$ cat src/design/bba_ram.sv
module bba_ram #(
    parameter int WIDTH = 8,
    parameter int DEPTH = 16,
    localparam int AW = (DEPTH > 1) ? $clog2(DEPTH) : 1
) (
    input  logic             clk,
    input  logic             we,
    input  logic [AW-1:0]    waddr,
    input  logic [WIDTH-1:0] wdata,
    input  logic [AW-1:0]    raddr,
    output logic [WIDTH-1:0] rdata
);

    logic [WIDTH-1:0] mem [DEPTH];

    always_ff @(posedge clk)
    begin
        if (we)
        begin
            mem[waddr] <= wdata;
        end
        rdata <= mem[raddr];
    end

endmodule

$ cat config.mk
export PLATFORM = sky130hd
export DESIGN_NAME = bba_ram
export DESIGN_NICKNAME = d
export VERILOG_FILES = /design/src/design/bba_ram.sv
export SDC_FILE = /design/constraint.sdc
export NUM_CORES = 1
export LEC_CHECK = 0
export BUFFER_PORTS_ARGS = -buffer_cell sky130_fd_sc_hd__buf_2
export CAP_MARGIN = 20
export CORE_MARGIN = 2
export CORE_UTILIZATION = 65
export DETAILED_ROUTE_END_ITERATION = 8
export PLACE_DENSITY = 0.95
export REMOVE_ABC_BUFFERS = 1
export SLEW_MARGIN = 40
export SYNTH_ARGS = -nofsm -noshare
export SYNTH_HDL_FRONTEND = slang
export SYNTH_SLANG_ARGS = --single-unit
$ cat constraint.sdc
create_clock -name clk -period 4.8 [get_ports clk]
set_input_delay 0.48 -clock clk [delete_from_list [all_inputs] [get_ports clk]]
set_output_delay 0.48 -clock clk [all_outputs]
set_load 0.02 [all_outputs]
==> metrics.csv, run 1 <==
stage,metric,value,unit
cts,post_cts resized,0,
grt,met1 Resource Use GR,35.3,%
power,Sequential Power Share,50.5,%
cts,htree depth,4,
cts,CTS Buffer Depth,2,
die,Die H,93.0,µm
status,status,finished clean,
power,PD cells,449,nW/µm²
layout,Filler Cells Inserted,415,
die,I/O pin count,26,
power,sw frac,20.7,%
logic_synthesis,"top cells by area, synth","edfxtp_1, mux4_2, mux4_1",
min_path,Hold WC Path Type,primary input to flop,
placed_design,DP HPWL,5770,µm
grt,M3 GR Usage,6.37,%
sta,fmax,0.608,GHz
grt,vias in the first global route,2419,
critical_path,Worst path max stage delay,640,ps
drt,Routed Antenna Nets,0,
cts,Post CTS Setup Buffer Count,0,
grt,largest net degree at the start of global routing,33,
critical_path,Worst EP arrival,2030,ps
drt,wire length per cell,25.9,µm
die,total core area,7690,µm²
logic_synthesis,syn_area_per_cell,22.5,µm²
sta,min Tclk post-route,1650,ps
logic_synthesis,YS warnings,0,
grt,gr busiest metal,met2,
cts,CTS tree,built,
logic_synthesis,post-synthesis compound-gate area fraction,2.33,%
logic_synthesis,Synth top area share,74.7,%
cts,Hold Buf Count CTS,0,
grt,Total Routing Usage GR,25.5,%
critical_path,cells along the critical path,"buf_4, mux4_1, a22oi_1, nand2_1",
critical_path,worst-path fanout max,32,
layout,register area,4000,µm²
critical_path,WP data required,5180,ps
power,Clock Power Share,44.7,%
layout,final cell count without fillers,381,
logic_synthesis,cell taking the most area after synthesis,edfxtp_1,
logic_synthesis,"Seq/Total Area, Yosys",77.8,%
critical_path,critical path type,primary input to flop,
grt,met2 usage in global routing,40.8,%
drt,final WL,9850,µm
layout,Synth-to-Final Area Change,14.8,%
logic_synthesis,xor/xnor share of the synthesized area,0,%
flow_run,maxcap violations,0,
placed_design,Placed Instances,349,
die,Die Span X,93.0,µm
cts,clk slew on worst S/H paths,60,ps
die,Die ar.,8650,µm²
logic_synthesis,synthesized cell area,5150,µm²
die,FP Rows,32,
layout,fraction of layout cells with a size suffix above 1,29.4,%
logic_synthesis,#FFs+latches synth,136,
sta,setup TNS,0,ps
power,Logic pwr share,4.8,%
sta,Tcrit/Tclk final,34.3,%
power,VDD IR max,0.358,mV
cts,clk sinks,136,
drt,First-pass DRT Iterations,6,
cts,Num CTS Buffers,17,
drt,drc violations,0,
drt,Initial DRC Count,269,
sta,Slew Limit Fails,0,
grt,remaining global-route overflow,0,
logic_synthesis,adder-cell share of the synthesized area,0,%
layout,most frequent cells in the layout,"edfxtp_1, buf_2, mux4_2",
critical_path,slowest CP cell,mux4_1,
drt,vias per cell,6.40,
logic_synthesis,Synth cell types,19,
sta,final hold vios,0,
power,Switch Pwr,0.548,mW
layout,footprint of the multi-input gates,1080,µm²
logic_synthesis,simple-gate share of the synthesized area,3.18,%
cts,worst-skew pair later-pin latency,510,ps
logic_synthesis,largest family of logic cells by synthesized area,multiplexers,
layout,antenna cells,0,
sta,Final setup viols,0,
sta,RSZ-0062 raised after global routing,no,
logic_synthesis,synthesized instance count,229,
logic_synthesis,multiplexer share of the synthesized area,15.0,%
layout,post-layout instance area,5910,µm²
layout,final net count,284,
grt,initial antenna violation count,0,
grt,first-pass GRT wire length,14800,µm
placed_design,placer congestion estimate,0.743,
sta,relative slew slack,45.2,%
placed_design,Placed Instance Area,5340,µm²
drt,Vias,2440,
critical_path,crit path launch type,primary input,
cts,clock root cell,clkbuf_8,
layout,"commonest non-fill, non-tap cell in the layout",edfxtp_1,
die,Initial Util,67.0,%
power,Pleak,1.98,nW
placed_design,PortBufs,25,
power,total power,2.65,mW
sta,Slew @ Worst Pin,819,ps
sta,Final Skew,7.60,ps
critical_path,Worst setup EP type,flop,
power,Pint,2.10,mW
==> routing by layer <==
layer,wire (µm),share of wire (%)
met5,0,0
met4,140,1.4
met3,783,7.9
met2,5070,52
met1,3850,39
==> flip-flops by register name, summed over array words and instances (netlist names) <==
| signal | count |
|---|---|
| mem | 128 |
| rdata | 8 |
==> cell type report <==
type,instances,share of cell area [%]
multi-input combinational,83,18.2
timing repair buffer,28,2.54
clock buffer,17,7.01
tap,102,2.16
clock inverter,15,2.31
sequential,136,67.8
==> power by group through the flow <==
| stage | logic (mW) | registers [mW] | clock network (mW) |
|---|---|---|---|
| after global placement | 0.117 | 1.36 | 0 |
| after CTS | 0.126 | 1.34 | 1.19 |
| after global routing | 0.136 | 1.34 | 1.25 |
| after detailed placement | 0.124 | 1.36 | 0 |
| final | 0.126 | 1.34 | 1.19 |
| after floorplan | 0.0532 | 1.37 | 0 |
==> final timing paths <==
| path | startpoint | endpoint | slack [ps] | depth (start not counted) |
|---|---|---|---|---|
| worst min register to register | mem[12][2]$_DFFE_PP_ | rdata[2]$_DFF_P_ | 670 | 3 |
| worst max-delay path | raddr[0] | rdata[4]$_DFF_P_ | 3150 | 4 |
| worst min-delay path | wdata[6] | mem[2][6]$_DFFE_PP_ | 360 | 1 |
| worst max register to register | mem[9][4]$_DFFE_PP_ | rdata[4]$_DFF_P_ | 3370 | 3 |
==> cells in the mapped netlist <==
| master | number |
|---|---|
| a22oi_1 | 16 |
| and2_1 | 1 |
| and2b_1 | 1 |
| buf_2 | 3 |
| buf_4 | 1 |
| buf_6 | 3 |
| clkdlybuf4s25_2 | 3 |
| dfxtp_1 | 8 |
| edfxtp_1 | 128 |
| mux4_1 | 14 |
| mux4_2 | 18 |
| nand2_1 | 9 |
| nand2b_1 | 2 |
| nand3_1 | 1 |
| nand3b_1 | 2 |
| nor2_1 | 13 |
| nor2b_1 | 1 |
| nor3_1 | 4 |
| or3b_2 | 1 |
==> critical path, delay by kind of cell <==
kind            cells  cell delay, ps
simple gates        1              90
compound gates      1             330
mux                 1             640
buf+inv             1             470
==> kinds of logic (layout without fill, tap and decap cells) <==
logic type / Yosys count / in the layout
AOI/OAI and AO/OA: 16 / 16
buffers and inverters: 10 / 60
DFF: 136 / 136
muxes: 32 / 32
and+or+nand+nor: 35 / 35
==> per-stage QoR <==
step                      setup WS, ps  hold slack [ps]  utilization (%)
final                             3150              362             76.9
after global routing              3070              357             76.9
after CTS                         3160              349             76.7
after detailed placement          2630              670             69.5
after global placement            2330              647             69.4
after floorplan                   2830              579                -
No activity file was read; power rests on OpenSTA's default activity.
==> run 2, diff against run 1 <==
- ABC_AREA: default -> 1
- CORE_UTILIZATION: 65 -> 55
- PLACE_DENSITY: 0.95 -> 0.86
- clock period: 4.8 -> 1.35 ns (I/O delays scaled with it)
==> metrics.csv, run 2 <==
stage,metric,value,unit
sta,final hold vios,0,
layout,Regs by FF count,"mem x128, rdata x8",
power,Logic pwr share,6.4,%
power,Switch Pwr,2.16,mW
die,Initial Util,56.4,%
layout,most frequent cells in the layout,"nand2_1, edfxtp_1, inv_1",
layout,fraction of layout cells with a size suffix above 1,13.5,%
power,Pint,7.75,mW
die,Die H,106,µm
placed_design,Placed Instances,712,
drt,vias per cell,5.56,
logic_synthesis,"EDFF count, synth",128,
placed_design,placer congestion estimate,0.877,
cts,htree depth,4,
critical_path,Top delay family on crit path,flip-flops,
logic_synthesis,simple-gate share of the synthesized area,21.0,%
sta,RSZ-0062 raised after global routing,no,
logic_synthesis,"top cells by area, synth","edfxtp_1, nand2_1, nand3_1",
layout,Synth-to-Final Area Change,16.6,%
critical_path,WP data required,1220,ps
die,I/O pin count,26,
cts,Num CTS Buffers,17,
layout,footprint of the multi-input gates,1210,µm²
grt,remaining global-route overflow,0,
logic_synthesis,largest family of logic cells by synthesized area,simple AND/OR/NAND/NOR gates,
logic_synthesis,Synth top area share,66.7,%
critical_path,critical path type,flop to output pin,
grt,Total Routing Usage GR,26.8,%
logic_synthesis,Async SR Flop Fraction,0,%
power,Clock Power Share,45.6,%
grt,initial antenna violation count,0,
critical_path,worst-path fanout max,1,
die,Die Span X,106,µm
layout,final net count,613,
sta,relative slew slack,76.5,%
logic_synthesis,#FFs+latches synth,136,
sta,Final setup viols,0,
cts,clk slew on worst S/H paths,60,ps
drt,drc violations,0,
critical_path,slowest CP cell,dfxtp_1,
sta,Final Skew,11.2,ps
drt,final WL,14000,µm
power,sw frac,21.8,%
layout,Filler Cells Inserted,687,
layout,Largest register FFs,128,
power,VDD IR max,1.12,mV
placed_design,PortBufs,25,
cts,clock root cell,clkbuf_8,
logic_synthesis,synthesized instance count,551,
cts,post_cts resized,0,
logic_synthesis,Synth Flop Type,edfxtp_1,
drt,Initial DRC Count,532,
cts,worst-skew pair later-pin latency,520,ps
status,status,finished clean,
critical_path,Worst setup EP type,output pin,
drt,wire length per cell,18.8,µm
layout,register area,4000,µm²
cts,CTS tree,built,
cts,clk sinks,136,
grt,vias in the first global route,4365,
cts,Post CTS Setup Buffer Count,0,
logic_synthesis,multiplexer share of the synthesized area,0,%
flow_run,maxcap violations,0,
sta,fmax,0.817,GHz
logic_synthesis,Synth cell types,12,
critical_path,"Buf+Inv Stages, Crit Path",1,
logic_synthesis,synthesized cell area,5770,µm²
sta,min Tclk post-route,1220,ps
logic_synthesis,cell taking the most area after synthesis,edfxtp_1,
critical_path,Worst path max stage delay,370,ps
cts,CTS Buffer Depth,2,
die,Die ar.,11300,µm²
power,Pleak,2.95,nW
layout,"commonest non-fill, non-tap cell in the layout",nand2_1,
logic_synthesis,post-synthesis compound-gate area fraction,0,%
sta,Slew @ Worst Pin,352,ps
power,Sequential Power Share,48.0,%
logic_synthesis,most common cell in the synthesized netlist,nand2_1,
logic_synthesis,adder-cell share of the synthesized area,0,%
grt,first-pass GRT wire length,22100,µm
critical_path,crit path launch type,flop,
layout,Biggest register,mem,
layout,antenna cells,0,
sta,setup TNS,0,ps
drt,First-pass DRT Iterations,5,
logic_synthesis,YS warnings,0,
critical_path,cells along the critical path,buf_2,
die,FP Rows,37,
layout,final cell count without fillers,744,
die,total core area,10200,µm²
logic_synthesis,xor/xnor share of the synthesized area,0,%
placed_design,DP HPWL,8100,µm
drt,Routed Antenna Nets,0,
logic_synthesis,commonest cells in the netlist,"nand2_1, edfxtp_1, inv_1, nand3_1, nor2_1",
drt,Vias,4138,
grt,largest net degree at the start of global routing,65,
critical_path,Worst EP arrival,1090,ps
logic_synthesis,syn_area_per_cell,10.5,µm²
sta,Tcrit/Tclk final,90.7,%
power,PD cells,1470,nW/µm²
min_path,Hold WC Path Type,primary input to flop,
cts,Hold Buf Count CTS,0,
sta,Slew Limit Fails,0,
logic_synthesis,"Seq/Total Area, Yosys",69.4,%
## run 2: path summary, 6_finish.rpt
check / startpoint / endpoint / slack [ps] / cells after the start
worst max-delay path: rdata[3]$_DFF_P_ / rdata[3] / 130 / 1
worst min-delay path: wdata[3] / mem[0][3]$_DFFE_PP_ / 5 / 1
worst max register to register: mem[5][7]$_DFFE_PP_ / rdata[7]$_DFF_P_ / 280 / 6
worst min register to register: mem[10][6]$_DFFE_PP_ / rdata[6]$_DFF_P_ / 660 / 6
## run 2: through the flow
stage / worst slack [ps] / cell area [µm²] / utilization, % / hold slack [ps] / power (mW)
2_1_floorplan: 235 / 5600 / - / 234 / 5.12
3_3_place_gp: 179 / 6140 / 60.0 / 539 / 5.43
3_5_place_dp: 125 / 6140 / 60.0 / 547 / 5.45
4_1_cts: 115 / 6720 / 65.7 / 8.50 / 9.91
5_1_grt: 116 / 6720 / 65.7 / 17.2 / 10.1
6_report: 125 / 6720 / 65.7 / 4.96 / 9.91
## run 2: cell families (layout without fill, tap and decap cells)
kind of cell	count (synthesis)	in the layout
buffers and inverters	126	183
flip-flops	136	136
AND/OR/NAND/NOR	289	289
## run 2: metal layers
| layer | vias up | global-route usage [%] | part of all wire (%) |
|---|---|---|---|
| li1 | 1859 | - | - |
| met1 | 1945 | 32.0 | 35 |
| met2 | 281 | 44.7 | 50 |
| met3 | 53 | 5.09 | 10 |
| met4 | 0 | 16.7 | 4.5 |
| met5 | - | 0 | 0 |
## run 2: final cells by class
cell class	count	area share, %
inverter	102	5.70
sequential	136	59.6
clock inverter	14	2.33
timing repair buffer	49	5.47
tap	136	2.53
clock buffer	18	6.37
multi-input combinational	289	18.1
## run 2: power groups by stage
stage	registers [mW]	logic (mW)	clock network (mW)
finish	4.76	0.635	4.52
global route	4.77	0.691	4.68
CTS	4.76	0.625	4.53
detailed placement	4.84	0.607	0
global placement	4.84	0.586	0
floorplan	4.87	0.255	0
==> run 3, diff against run 2 <==
- CAP_MARGIN: 20 -> 15
- REMOVE_ABC_BUFFERS: 1 -> default
==> metrics.csv, run 3 (same netlist as run 2, synthesis figures left out) <==
stage,metric,value,unit
die,Die ar.,11300,µm²
layout,register area,4000,µm²
sta,setup TNS,0,ps
flow_run,maxcap violations,0,
cts,CTS tree,built,
sta,Slew Limit Fails,0,
min_path,WHS Endpoint,mem[2][2]$_DFFE_PP_,
sta,Final Skew,5.45,ps
layout,"commonest non-fill, non-tap cell in the layout",nand2_1,
power,Pleak,2.92,nW
critical_path,R2R cell count,6,
critical_path,"Buf+Inv Stages, Crit Path",1,
drt,wire length per cell,18.1,µm
die,Die H,106,µm
layout,Regs by FF count,"mem x128, rdata x8",
critical_path,slowest CP cell,dfxtp_1,
layout,most frequent cells in the layout,"nand2_1, edfxtp_1, inv_1",
sta,fmax,0.865,GHz
sta,Slew @ Worst Pin,346,ps
grt,initial antenna violation count,0,
placed_design,PortBufs,25,
sta,Tcrit/Tclk final,85.7,%
die,total core area,10200,µm²
drt,final WL,13500,µm
grt,Total Routing Usage GR,25.8,%
die,FP Rows,37,
drt,drc violations,0,
layout,Synth-to-Final Area Change,16.0,%
layout,Filler Cells Inserted,684,
layout,footprint of the multi-input gates,1210,µm²
drt,Vias,4123,
sta,min Tclk post-route,1160,ps
layout,antenna cells,0,
sta,final hold vios,0,
drt,Routed Antenna Nets,0,
sta,RSZ-0062 raised after global routing,no,
grt,first-pass GRT wire length,21600,µm
critical_path,crit path launch type,flop,
critical_path,Reg2Reg Launch Point,mem[11][5]$_DFFE_PP_,
drt,Initial DRC Count,705,
layout,Biggest register,mem,
cts,htree depth,4,
placed_design,placer congestion estimate,0.819,
cts,clk slew on worst S/H paths,60,ps
cts,CTS Buffer Depth,2,
sta,relative slew slack,77.0,%
die,I/O pin count,26,
min_path,min-delay src,wdata[2],
min_path,Hold WC Path Type,primary input to flop,
die,Initial Util,56.4,%
critical_path,critical path type,flop to output pin,
critical_path,worst-path fanout max,1,
layout,final net count,615,
logic_synthesis,syn_nets,569,
cts,clk sinks,136,
critical_path,WP data required,1220,ps
drt,First-pass DRT Iterations,6,
layout,Largest register FFs,128,
sta,worst setup margin,194,ps
critical_path,RR Endpoint,rdata[5]$_DFF_P_,
layout,fraction of layout cells with a size suffix above 1,13.3,%
grt,largest net degree at the start of global routing,65,
die,Die Span X,106,µm
cts,Num CTS Buffers,17,
critical_path,Worst setup EP type,output pin,
placed_design,DP HPWL,7820,µm
grt,remaining global-route overflow,0,
critical_path,Top delay family on crit path,flip-flops,
min_path,hold path cells,1,
status,status,finished clean,
layout,final core occ,65.4,%
critical_path,Worst path max stage delay,330,ps
power,PD cells,1460,nW/µm²
cts,worst-skew pair later-pin latency,520,ps
power,VDD IR max,0.912,mV
critical_path,Worst EP arrival,1020,ps
critical_path,cells along the critical path,buf_2,
drt,vias per cell,5.53,
cts,clock root cell,clkbuf_8,
critical_path,reg2reg setup slack,270,ps
placed_design,pre-CTS setup slack,43.4,ps
sta,Final setup viols,0,
cts,Post CTS Setup Buffer Count,0,
grt,vias in the first global route,4246,
run 3: how the worst max path moves through the flow:
stage / start / to / slack (ps) / cells past startpoint
after floorplan: waddr[2] / mem[10][0]$_DFFE_PP_ / 260 / 2
after global placement: raddr[1] / rdata[5]$_DFF_P_ / 140 / 6
after detailed placement: raddr[1] / rdata[5]$_DFF_P_ / 40 / 6
after CTS: rdata[6]$_DFF_P_ / rdata[6] / 180 / 1
after global routing: rdata[6]$_DFF_P_ / rdata[6] / 150 / 1
final: rdata[6]$_DFF_P_ / rdata[6] / 190 / 1
run 3: what timing repair did:
action / 4_1_cts / 5_1_grt
hold buffers: 2 / 0
gates resized for setup: 0 / 0
endpoints found under the hold margin: 21 / 0
run 3: metrics by stage:
stage	instances	total power [mW]	cell area (µm²)	hold slack, ps
2_1_floorplan	551	5.20	5770	234
3_3_place_gp	712	5.40	6100	497
3_5_place_dp	712	5.43	6100	501
4_1_cts	746	9.82	6690	5.88
5_1_grt	746	10.1	6690	17.1
6_report	746	9.79	6690	26.0
run 3: cell type report:
cell class | count | area share, %
inverter | 102 | 5.72
multi-input combinational | 289 | 18.1
sequential | 136 | 59.8
tap | 136 | 2.54
clock buffer | 20 | 6.66
clock inverter | 12 | 1.87
timing repair buffer | 51 | 5.24
run 3: metal layers:
layer | global-route usage [%] | up-vias | share of wire [%]
li1 | - | 1867 | -
met1 | 32.7 | 1918 | 38
met2 | 40.7 | 284 | 49
met3 | 6.81 | 54 | 9.5
met4 | 14.2 | 0 | 4.1
met5 | 0 | - | 0
run 3: power breakdown:
part / leakage (nW) / internal, mW / switching (mW)
clock: 0.267 / 2.71 / 1.70
combinational: 1.43 / 0.182 / 0.442
sequential: 1.22 / 4.72 / 0.0300
total: 2.92 / 7.61 / 2.17
